File: config.mk
export PLATFORM = sky130hd
export DESIGN_NAME = rc_capacitance_meter_unit
export DESIGN_NICKNAME = d
export VERILOG_FILES = /design/src/rtl/core/rccm_pkg.sv /design/src/rtl/core/rc_capacitance_meter_unit.sv
export SDC_FILE = /design/constraint.sdc
export NUM_CORES = 1
export LEC_CHECK = 0
export ABC_CLOCK_PERIOD_IN_PS = 6100
export BUFFER_PORTS_ARGS = -buffer_cell sky130_fd_sc_hd__buf_2
export CORE_MARGIN = 2
export CORE_UTILIZATION = 55
export DETAILED_ROUTE_END_ITERATION = 12
export HOLD_SLACK_MARGIN = 0.02
export PLACE_DENSITY_LB_ADDON = 0.12
export SYNTH_ARGS = -nofsm -noshare
export SYNTH_HDL_FRONTEND = slang
export SYNTH_SLANG_ARGS = --single-unit
File: constraint.sdc
create_clock -name clk -period 6.1 [get_ports clk]
set_input_delay 1.22 -clock clk [delete_from_list [all_inputs] [get_ports clk]]
set_output_delay 1.22 -clock clk [all_outputs]
set_load 0.1 [all_outputs]
File: src/rtl/core/rccm_pkg.sv
// Package of the capacitance meter: field widths, codes, reset values and the result type.
// Depends on nothing; used by the top level and its checker.
package rccm_pkg;

    localparam int COUNT_BITS_DEF = 24;
    localparam int ADC_BITS_DEF   = 10;

    localparam int THR_W      = 10;
    localparam int PPT_W      = 24;
    localparam int REF_W      = 40;
    localparam int CALIB_W    = 24;
    localparam int CAL_FRAC_W = 16;
    localparam int CAP_W      = 40;
    localparam int DISP_W     = 21;
    localparam int KIND_W     = 2;
    localparam int STATUS_W   = 2;
    localparam int UNIT_W     = 2;
    localparam int CFG_IDX_W  = 2;
    localparam int CFG_DATA_W = 40;
    localparam int DIV_W      = REF_W + CAL_FRAC_W;
    localparam int STEP_W     = $clog2(DIV_W);

    localparam logic [CFG_IDX_W-1:0] REG_HIGH_THR  = 2'd0;
    localparam logic [CFG_IDX_W-1:0] REG_LOW_THR   = 2'd1;
    localparam logic [CFG_IDX_W-1:0] REG_PF_PER_TICK = 2'd2;
    localparam logic [CFG_IDX_W-1:0] REG_REFERENCE = 2'd3;

    localparam logic [KIND_W-1:0] KIND_TICK      = 2'd0;
    localparam logic [KIND_W-1:0] KIND_MEASURE   = 2'd1;
    localparam logic [KIND_W-1:0] KIND_CALIBRATE = 2'd2;

    localparam logic [STATUS_W-1:0] STATUS_NONE      = 2'd0;
    localparam logic [STATUS_W-1:0] STATUS_MEAS_DONE = 2'd1;
    localparam logic [STATUS_W-1:0] STATUS_CAL_DONE  = 2'd2;
    localparam logic [STATUS_W-1:0] STATUS_ERROR     = 2'd3;

    localparam logic [UNIT_W-1:0] UNIT_PF = 2'd0;
    localparam logic [UNIT_W-1:0] UNIT_NF = 2'd1;
    localparam logic [UNIT_W-1:0] UNIT_UF = 2'd2;

    localparam logic [THR_W-1:0]   HIGH_THR_RST = 10'd930;
    localparam logic [THR_W-1:0]   LOW_THR_RST  = 10'd310;
    localparam logic [PPT_W-1:0]   PPT_RST      = 24'd105917;
    localparam logic [REF_W-1:0]   REF_RST      = 40'd100000000;
    localparam logic [CALIB_W-1:0] CALIB_RST    = 24'd65536;

    localparam logic [CAP_W-1:0] SCALE_NANO  = 40'd1000;
    localparam logic [CAP_W-1:0] SCALE_MICRO = 40'd1000000;

    typedef struct packed {
        logic                charge_drive;
        logic [STATUS_W-1:0] status;
        logic [CAP_W-1:0]    cap_pf;
        logic [DISP_W-1:0]   display_value;
        logic [UNIT_W-1:0]   unit;
    } result_t;

endpackage

File: src/rtl/core/rc_capacitance_meter_unit.sv
// Capacitance meter by RC timing, with a bit-serial multiplier and divider.
// Depends on rccm_pkg.
//
// Usage: the input channel carries one command per transaction (kind, sample): a
// start of measurement, a start of calibration, or a one-microsecond tick with an
// ADC sample. Every accepted transaction produces exactly one result transaction
// on the output channel (charge_drive, status, cap_pf, display_value, unit).
// Configuration registers are written through cfg_write, cfg_index and cfg_data;
// the user writes them only while the block is idle, which the block does not enforce.
// Flow: most commands give their result in the cycle after acceptance, so one
// transaction per cycle is sustained while the receiver does not stall. The tick
// that ends discharge timing runs a shift-and-add multiplier twice over 24 bits
// and then, for calibration or a nF or uF display, a restoring divider over 56
// bits, one bit per cycle; no new transaction is taken until its result is loaded.
// A pF display or an error skips the divider and is loaded from the evaluation state.
// Reset restores the default register values and a calibration factor of one,
// and leaves the block idle with no result pending. While the receiver stalls, the
// result register holds its transaction and in_stall stays high.
module rc_capacitance_meter_unit
    import rccm_pkg::*;
#(
    parameter int COUNT_BITS = COUNT_BITS_DEF,
    parameter int ADC_BITS   = ADC_BITS_DEF
)
(
    input  logic                  clk,
    input  logic                  rst_n,
    input  logic                  cfg_write,
    input  logic [CFG_IDX_W-1:0]  cfg_index,
    input  logic [CFG_DATA_W-1:0] cfg_data,
    input  logic                  in_valid,
    output logic                  in_stall,
    input  logic [KIND_W-1:0]     kind,
    input  logic [ADC_BITS-1:0]   sample,
    output logic                  out_valid,
    input  logic                  out_stall,
    output logic                  charge_drive,
    output logic [STATUS_W-1:0]   status,
    output logic [CAP_W-1:0]      cap_pf,
    output logic [DISP_W-1:0]     display_value,
    output logic [UNIT_W-1:0]     unit
);

    localparam int PRODW = COUNT_BITS + PPT_W;
    localparam int CMP_W = (ADC_BITS > THR_W) ? ADC_BITS : THR_W;

    localparam logic [1:0] PH_IDLE      = 2'd0;
    localparam logic [1:0] PH_CHARGE    = 2'd1;
    localparam logic [1:0] PH_DISCHARGE = 2'd2;

    localparam logic [2:0] ST_IDLE  = 3'd0;
    localparam logic [2:0] ST_MUL_A = 3'd1;
    localparam logic [2:0] ST_MUL_B = 3'd2;
    localparam logic [2:0] ST_EVAL  = 3'd3;
    localparam logic [2:0] ST_DIV   = 3'd4;

    localparam logic [STEP_W-1:0] MUL_LAST = STEP_W'(PPT_W - 1);
    localparam logic [STEP_W-1:0] DIV_LAST = STEP_W'(DIV_W - 1);

    logic [THR_W-1:0]      high_thr_reg;
    logic [THR_W-1:0]      low_thr_reg;
    logic [PPT_W-1:0]      ppt_reg;
    logic [REF_W-1:0]      ref_reg;
    logic [CALIB_W-1:0]    calib_reg, calib_next;
    logic [1:0]            phase_reg, phase_next;
    logic                  calibrating_reg, calibrating_next;
    logic [COUNT_BITS-1:0] count_reg, count_next;
    logic [2:0]            state_reg, state_next;
    logic [STEP_W-1:0]     step_reg, step_next;
    logic                  out_valid_reg, out_valid_next;
    result_t               res_reg, res_next;
    logic                  out_load;

    logic [PRODW-1:0]      mcand_reg, mcand_next;
    logic [PRODW-1:0]      acc_reg, acc_next;
    logic [PPT_W-1:0]      mpl_reg, mpl_next;
    logic [CAP_W-1:0]      pf_reg, pf_next;
    logic [DIV_W-1:0]      num_reg, num_next;
    logic [CAP_W-1:0]      rem_reg, rem_next;
    logic [CAP_W-1:0]      den_reg, den_next;
    logic [UNIT_W-1:0]     unit_sel_reg, unit_sel_next;

    logic                  accept;
    logic [CMP_W-1:0]      sample_ext;
    logic [CMP_W-1:0]      high_ext;
    logic [CMP_W-1:0]      low_ext;

    logic [PRODW:0]        mul_sum;
    logic [PRODW-1:0]      mul_acc_nx;
    logic [PPT_W-1:0]      mul_mpl_nx;
    logic [PRODW-1:0]      mul_prod_lo;
    logic [PRODW:0]        mul_ext;
    logic [CAP_W-1:0]      pf_sat;

    logic [CAP_W:0]        div_trial;
    logic [CAP_W:0]        div_diff;
    logic                  div_ge;
    logic [CAP_W-1:0]      div_rem_nx;
    logic [DIV_W-1:0]      div_num_nx;
    logic [CALIB_W-1:0]    calib_sat;

    assign accept     = in_valid && !in_stall;
    assign in_stall   = (state_reg != ST_IDLE) || (out_valid_reg && out_stall);
    assign sample_ext = CMP_W'(sample);
    assign high_ext   = CMP_W'(high_thr_reg);
    assign low_ext    = CMP_W'(low_thr_reg);

    assign mul_sum     = {1'b0, acc_reg} + (mpl_reg[0] ? {1'b0, mcand_reg} : '0);
    assign mul_acc_nx  = mul_sum[PRODW:1];
    assign mul_mpl_nx  = {mul_sum[0], mpl_reg[PPT_W-1:1]};
    assign mul_prod_lo = {mul_acc_nx[PRODW-PPT_W-1:0], mul_mpl_nx};
    assign mul_ext     = {1'b0, mul_acc_nx};
    assign pf_sat      = (|mul_ext[PRODW:CAP_W]) ? '1 : mul_acc_nx[CAP_W-1:0];

    assign div_trial  = {rem_reg, num_reg[DIV_W-1]};
    assign div_ge     = div_trial >= {1'b0, den_reg};
    assign div_diff   = div_trial - {1'b0, den_reg};
    assign div_rem_nx = div_ge ? div_diff[CAP_W-1:0] : div_trial[CAP_W-1:0];
    assign div_num_nx = {num_reg[DIV_W-2:0], div_ge};
    assign calib_sat  = (|div_num_nx[DIV_W-1:CALIB_W]) ? '1 : div_num_nx[CALIB_W-1:0];

    always_comb
    begin
        phase_next       = phase_reg;
        calibrating_next = calibrating_reg;
        count_next       = count_reg;
        calib_next       = calib_reg;
        state_next       = state_reg;
        step_next        = step_reg;
        mcand_next       = mcand_reg;
        acc_next         = acc_reg;
        mpl_next         = mpl_reg;
        pf_next          = pf_reg;
        num_next         = num_reg;
        rem_next         = rem_reg;
        den_next         = den_reg;
        unit_sel_next    = unit_sel_reg;
        out_load         = 1'b0;
        res_next         = '0;

        unique case (state_reg)
            ST_IDLE:
            begin
                if (accept)
                begin
                    out_load = 1'b1;
                    unique case (kind)
                        KIND_MEASURE, KIND_CALIBRATE:
                        begin
                            calibrating_next = (kind == KIND_CALIBRATE);
                            phase_next       = PH_CHARGE;
                            count_next       = '0;
                        end
                        KIND_TICK:
                        begin
                            if (phase_reg == PH_CHARGE)
                            begin
                                if (sample_ext >= high_ext)
                                begin
                                    phase_next = PH_DISCHARGE;
                                    count_next = '0;
                                end
                            end
                            else if (phase_reg == PH_DISCHARGE)
                            begin
                                if (sample_ext > low_ext)
                                begin
                                    if (count_reg != '1)
                                    begin
                                        count_next = count_reg + COUNT_BITS'(1);
                                    end
                                end
                                else
                                begin
                                    out_load   = 1'b0;
                                    phase_next = PH_IDLE;
                                    mcand_next = PRODW'(count_reg);
                                    mpl_next   = ppt_reg;
                                    acc_next   = '0;
                                    step_next  = '0;
                                    state_next = ST_MUL_A;
                                end
                            end
                        end
                        default:
                        begin
                        end
                    endcase
                end
            end
            ST_MUL_A:
            begin
                acc_next  = mul_acc_nx;
                mpl_next  = mul_mpl_nx;
                step_next = step_reg + STEP_W'(1);
                if (step_reg == MUL_LAST)
                begin
                    mcand_next = mul_prod_lo;
                    mpl_next   = PPT_W'(calib_reg);
                    acc_next   = '0;
                    step_next  = '0;
                    state_next = ST_MUL_B;
                end
            end
            ST_MUL_B:
            begin
                acc_next  = mul_acc_nx;
                mpl_next  = mul_mpl_nx;
                step_next = step_reg + STEP_W'(1);
                if (step_reg == MUL_LAST)
                begin
                    pf_next    = pf_sat;
                    state_next = ST_EVAL;
                end
            end
            ST_EVAL:
            begin
                rem_next  = '0;
                step_next = '0;
                priority if (pf_reg == '0)
                begin
                    out_load        = 1'b1;
                    res_next.status = STATUS_ERROR;
                    state_next      = ST_IDLE;
                end
                else if (calibrating_reg)
                begin
                    num_next   = {ref_reg, {CAL_FRAC_W{1'b0}}};
                    den_next   = pf_reg;
                    state_next = ST_DIV;
                end
                else if (pf_reg < SCALE_NANO)
                begin
                    out_load               = 1'b1;
                    res_next.status        = STATUS_MEAS_DONE;
                    res_next.cap_pf        = pf_reg;
                    res_next.display_value = pf_reg[DISP_W-1:0];
                    res_next.unit          = UNIT_PF;
                    state_next             = ST_IDLE;
                end
                else
                begin
                    num_next      = DIV_W'(pf_reg);
                    den_next      = (pf_reg < SCALE_MICRO) ? SCALE_NANO : SCALE_MICRO;
                    unit_sel_next = (pf_reg < SCALE_MICRO) ? UNIT_NF : UNIT_UF;
                    state_next    = ST_DIV;
                end
            end
            ST_DIV:
            begin
                num_next  = div_num_nx;
                rem_next  = div_rem_nx;
                step_next = step_reg + STEP_W'(1);
                if (step_reg == DIV_LAST)
                begin
                    out_load        = 1'b1;
                    res_next.cap_pf = pf_reg;
                    state_next      = ST_IDLE;
                    if (calibrating_reg)
                    begin
                        calib_next      = calib_sat;
                        res_next.status = STATUS_CAL_DONE;
                    end
                    else
                    begin
                        res_next.status        = STATUS_MEAS_DONE;
                        res_next.display_value = div_num_nx[DISP_W-1:0];
                        res_next.unit          = unit_sel_reg;
                    end
                end
            end
            default:
            begin
                state_next = ST_IDLE;
            end
        endcase

        res_next.charge_drive = (phase_next == PH_CHARGE);
        out_valid_next        = out_load || (out_valid_reg && out_stall);
    end

    always_ff @(posedge clk or negedge rst_n)
    begin
        if (!rst_n)
        begin
            high_thr_reg    <= HIGH_THR_RST;
            low_thr_reg     <= LOW_THR_RST;
            ppt_reg         <= PPT_RST;
            ref_reg         <= REF_RST;
            calib_reg       <= CALIB_RST;
            phase_reg       <= PH_IDLE;
            calibrating_reg <= 1'b0;
            count_reg       <= '0;
            state_reg       <= ST_IDLE;
            step_reg        <= '0;
            out_valid_reg   <= 1'b0;
        end
        else
        begin
            if (cfg_write)
            begin
                unique case (cfg_index)
                    REG_HIGH_THR:    high_thr_reg <= cfg_data[THR_W-1:0];
                    REG_LOW_THR:     low_thr_reg  <= cfg_data[THR_W-1:0];
                    REG_PF_PER_TICK: ppt_reg      <= cfg_data[PPT_W-1:0];
                    REG_REFERENCE:   ref_reg      <= cfg_data[REF_W-1:0];
                    default:
                    begin
                    end
                endcase
            end
            calib_reg       <= calib_next;
            phase_reg       <= phase_next;
            calibrating_reg <= calibrating_next;
            count_reg       <= count_next;
            state_reg       <= state_next;
            step_reg        <= step_next;
            out_valid_reg   <= out_valid_next;
        end
    end

    always_ff @(posedge clk)
    begin
        mcand_reg    <= mcand_next;
        acc_reg      <= acc_next;
        mpl_reg      <= mpl_next;
        pf_reg       <= pf_next;
        num_reg      <= num_next;
        rem_reg      <= rem_next;
        den_reg      <= den_next;
        unit_sel_reg <= unit_sel_next;
        if (out_load)
        begin
            res_reg <= res_next;
        end
    end

    assign out_valid     = out_valid_reg;
    assign charge_drive  = res_reg.charge_drive;
    assign status        = res_reg.status;
    assign cap_pf        = res_reg.cap_pf;
    assign display_value = res_reg.display_value;
    assign unit          = res_reg.unit;

endmodule

==> run metrics <==
Sw Ratio=0.211; first-pass GRT wire length=117 mm; multi-input logic area=11500 um^2; I/O Pins=127; commonest non-fill, non-tap cells in the layout=edfxtp_1 (364), nand2_1 (254), nor2_1 (197); Clk Latency, worst-skew pair=0.62 ns; Placed Instances=3161; EDFF count, synth=364; Pwr Density=247 nW/um^2; drt drc=0; Post-CTS Setup Inserts=0; Detailed Routing Iterations Pass 1=10; max-cap violation count=0; #FFs+latches synth=509; Setup violations, final=0; FILL cells=4042; Final period util=0.745; Slew @ Worst Pin=1.07 ns; Post-CTS Resized=0; std cell rows=81; Crit Path Class=reg -> reg; syn nets=2647; Internal Pwr Total=5.87 mW; Die ar.=51000 um^2; Nets=2730; Yosys warnings=0; Setup crit start kind=register; Mapped Cells=2470; vias in the first global route=19100; Largest register FFs=56; Logic pwr share=0.034; total CTS buffers=54; Root Buffer Master=clkbuf_16; Die Y=226 um; VDD IR max=0.250 mV; status=finished clean; largest net degree at the start of global routing=79; clock skew=0.0415 ns; Tot GR Track Use=0.307; Pleak=12.3 nW; hold_buf cts=0; Avg Synthesized Cell Area=11.0 um^2; Clk pwr share=0.447; starting density of the core=0.556; crit-path max cell delay=0.51 ns; Sink Count=509; Netlist cell types=83; gr ovfl total=0; register share of total power=0.519; register area=14600 um^2; Setup crit end kind=register; Setup TNS=0 ns; Hold WC Path Type=in -> async; Longest Clk Path Bufs=3; required time worst endpoint=6.41 ns; H-tree depth=2; commonest non-fill, non-tap cell in the layout=edfxtp_1; Top FF cell, synth=edfxtp_1; share of layout cells above drive strength 1=0.161; initial detailed-routing violation count=2066; CTS tree=yes; Sw Pwr=1.57 mW; clk slew on worst S/H paths=0.07 ns; WL/cell=23.8 um; Synth async-reset ratio=0.285; number of vias per cell=6.04; Max FO, Critical Path=48; DP Wirelength=56.8 mm; post-synthesis sequential area ratio=0.539; final WL=77.7 mm; port bufs=126; pins over their slew limit=0; CORE AREA=48700 um^2; Netlist Area Pre-Place=27100 um^2; final hold vios=0; Post-DRT Antenna Nets=0; Horiz. Die Dim=226 um; Final Non-Filler Cells=3265; initial antenna violation count=1; Final GP Congestion=0.943; minimum clock period=4.54 ns; Max Fclk=0.220 GHz; relative slew slack=0.288; critical path's slowest cell=o211ai_1; RSZ-0062 raised after global routing=no; Synth-to-Final Area Change=11.1%; worst-path cell chain=buf_4, and2_1, ha_1, inv_1, fa_1, nand2b_1, a21oi_1, o211a_1, o21ai_1, o211ai_1, a32oi_1, nand2_1, o211ai_1, and4b_1, buf_4, nand2_1; via count=19700; Arr. time, crit path=4.85 ns
per-layer routing:
layer	global-route usage	share of wire
met1	0.423	0.42
met2	0.498	0.47
met4	0.113	0.038
met3	0.0409	0.066
met5	0	0
power by group through the flow:
| stage | clock (mW) | combinational, mW | sequential [mW] |
|---|---|---|---|
| 2_1_floorplan | 0 | 0.161 | 3.91 |
| 3_3_place_gp | 0 | 0.246 | 3.93 |
| 3_5_place_dp | 0 | 0.257 | 3.93 |
| 4_1_cts | 3.38 | 0.258 | 3.86 |
| 5_1_grt | 3.51 | 0.285 | 3.87 |
| 6_report | 3.32 | 0.255 | 3.86 |
area by class of cell:
class | count | share of cell area
tap | 664 | 0.0276
multi-input combinational | 1711 | 0.383
sequential | 509 | 0.485
clock buffer | 77 | 0.0515
inverter | 123 | 0.0153
timing repair buffer | 154 | 0.0281
clock inverter | 25 | 0.00852
antenna | 2 | 0.000166
worst paths after layout:
path / to / startpoint / slack [ns] / cells after the start
max: pf_reg[15] / mpl_reg[0] / 1.56 / 16
min: step_reg[4] / rst_n / 0.50 / 1
max reg2reg: pf_reg[15] / mpl_reg[0] / 1.56 / 16
min reg2reg: low_ext[6] / low_ext[6] / 0.50 / 1
max in group asynchronous: ref_reg[36] / rst_n / 4.22 / 2
min in group clk: low_ext[6] / low_ext[6] / 0.50 / 1
logic make-up after synthesis:
group           Yosys count  share of synthesized area
compound gates          523                      0.130
xor+xnor                 80                     0.0259
fa+ha+maj               118                     0.0551
buf+inv                 250                     0.0380
flops                   509                      0.539
mux                     153                     0.0612
simple gates            837                      0.151
critical path, delay by kind of cell, from the launching register on:
kind	cells	cell delay, ns
adder cells (fa/ha/maj)	2	0.61
AO/OA/AOI/OAI	6	1.53
AND/OR/NAND/NOR	5	0.90
buffers and inverters	3	0.83
flip-flops	1	0.32
through the flow:
step | total power, mW | cell area (um^2) | hold WS [ns] | worst slack, ns | utilization
floorplan | 4.07 | 27100 | 0.461 | 0.449 | -
global placement | 4.17 | 28300 | 0.476 | 1.38 | 0.580
detailed placement | 4.19 | 28300 | 0.482 | 1.36 | 0.580
CTS | 7.51 | 30100 | 0.497 | 1.63 | 0.617
global route | 7.66 | 30100 | 0.506 | 1.17 | 0.617
finish | 7.44 | 30100 | 0.502 | 1.56 | 0.617
cell usage after synthesis (all sizes together), types with 9 or more instances:
cell type / count / area [um^2]
edfxtp: 364 / 10900
nand2: 258 / 978
nor2: 200 / 753
o21ai: 133 / 666
inv: 123 / 462
a21oi: 122 / 611
ha: 116 / 1450
dfrtp: 110 / 2750
and2: 101 / 632
mux2: 100 / 1130
clkbuf: 90 / 340
nand3: 56 / 285
a21o: 55 / 413
mux2i: 53 / 531
nor2b: 50 / 313
xnor2: 40 / 350
xor2: 40 / 350
buf: 37 / 226
dfstp: 35 / 920
nand4: 27 / 169
a211oi: 26 / 235
nand2b: 26 / 163
a222oi: 24 / 240
nor3: 24 / 120
o22a: 24 / 210
nor4: 21 / 131
o31ai: 20 / 155
nand3b: 19 / 143
a31oi: 18 / 113
and3: 17 / 106
o211ai: 15 / 113
o21bai: 15 / 113
a22o: 10 / 87.6
o41ai: 9 / 78.8
No activity file was read; power rests on OpenSTA's default activity.
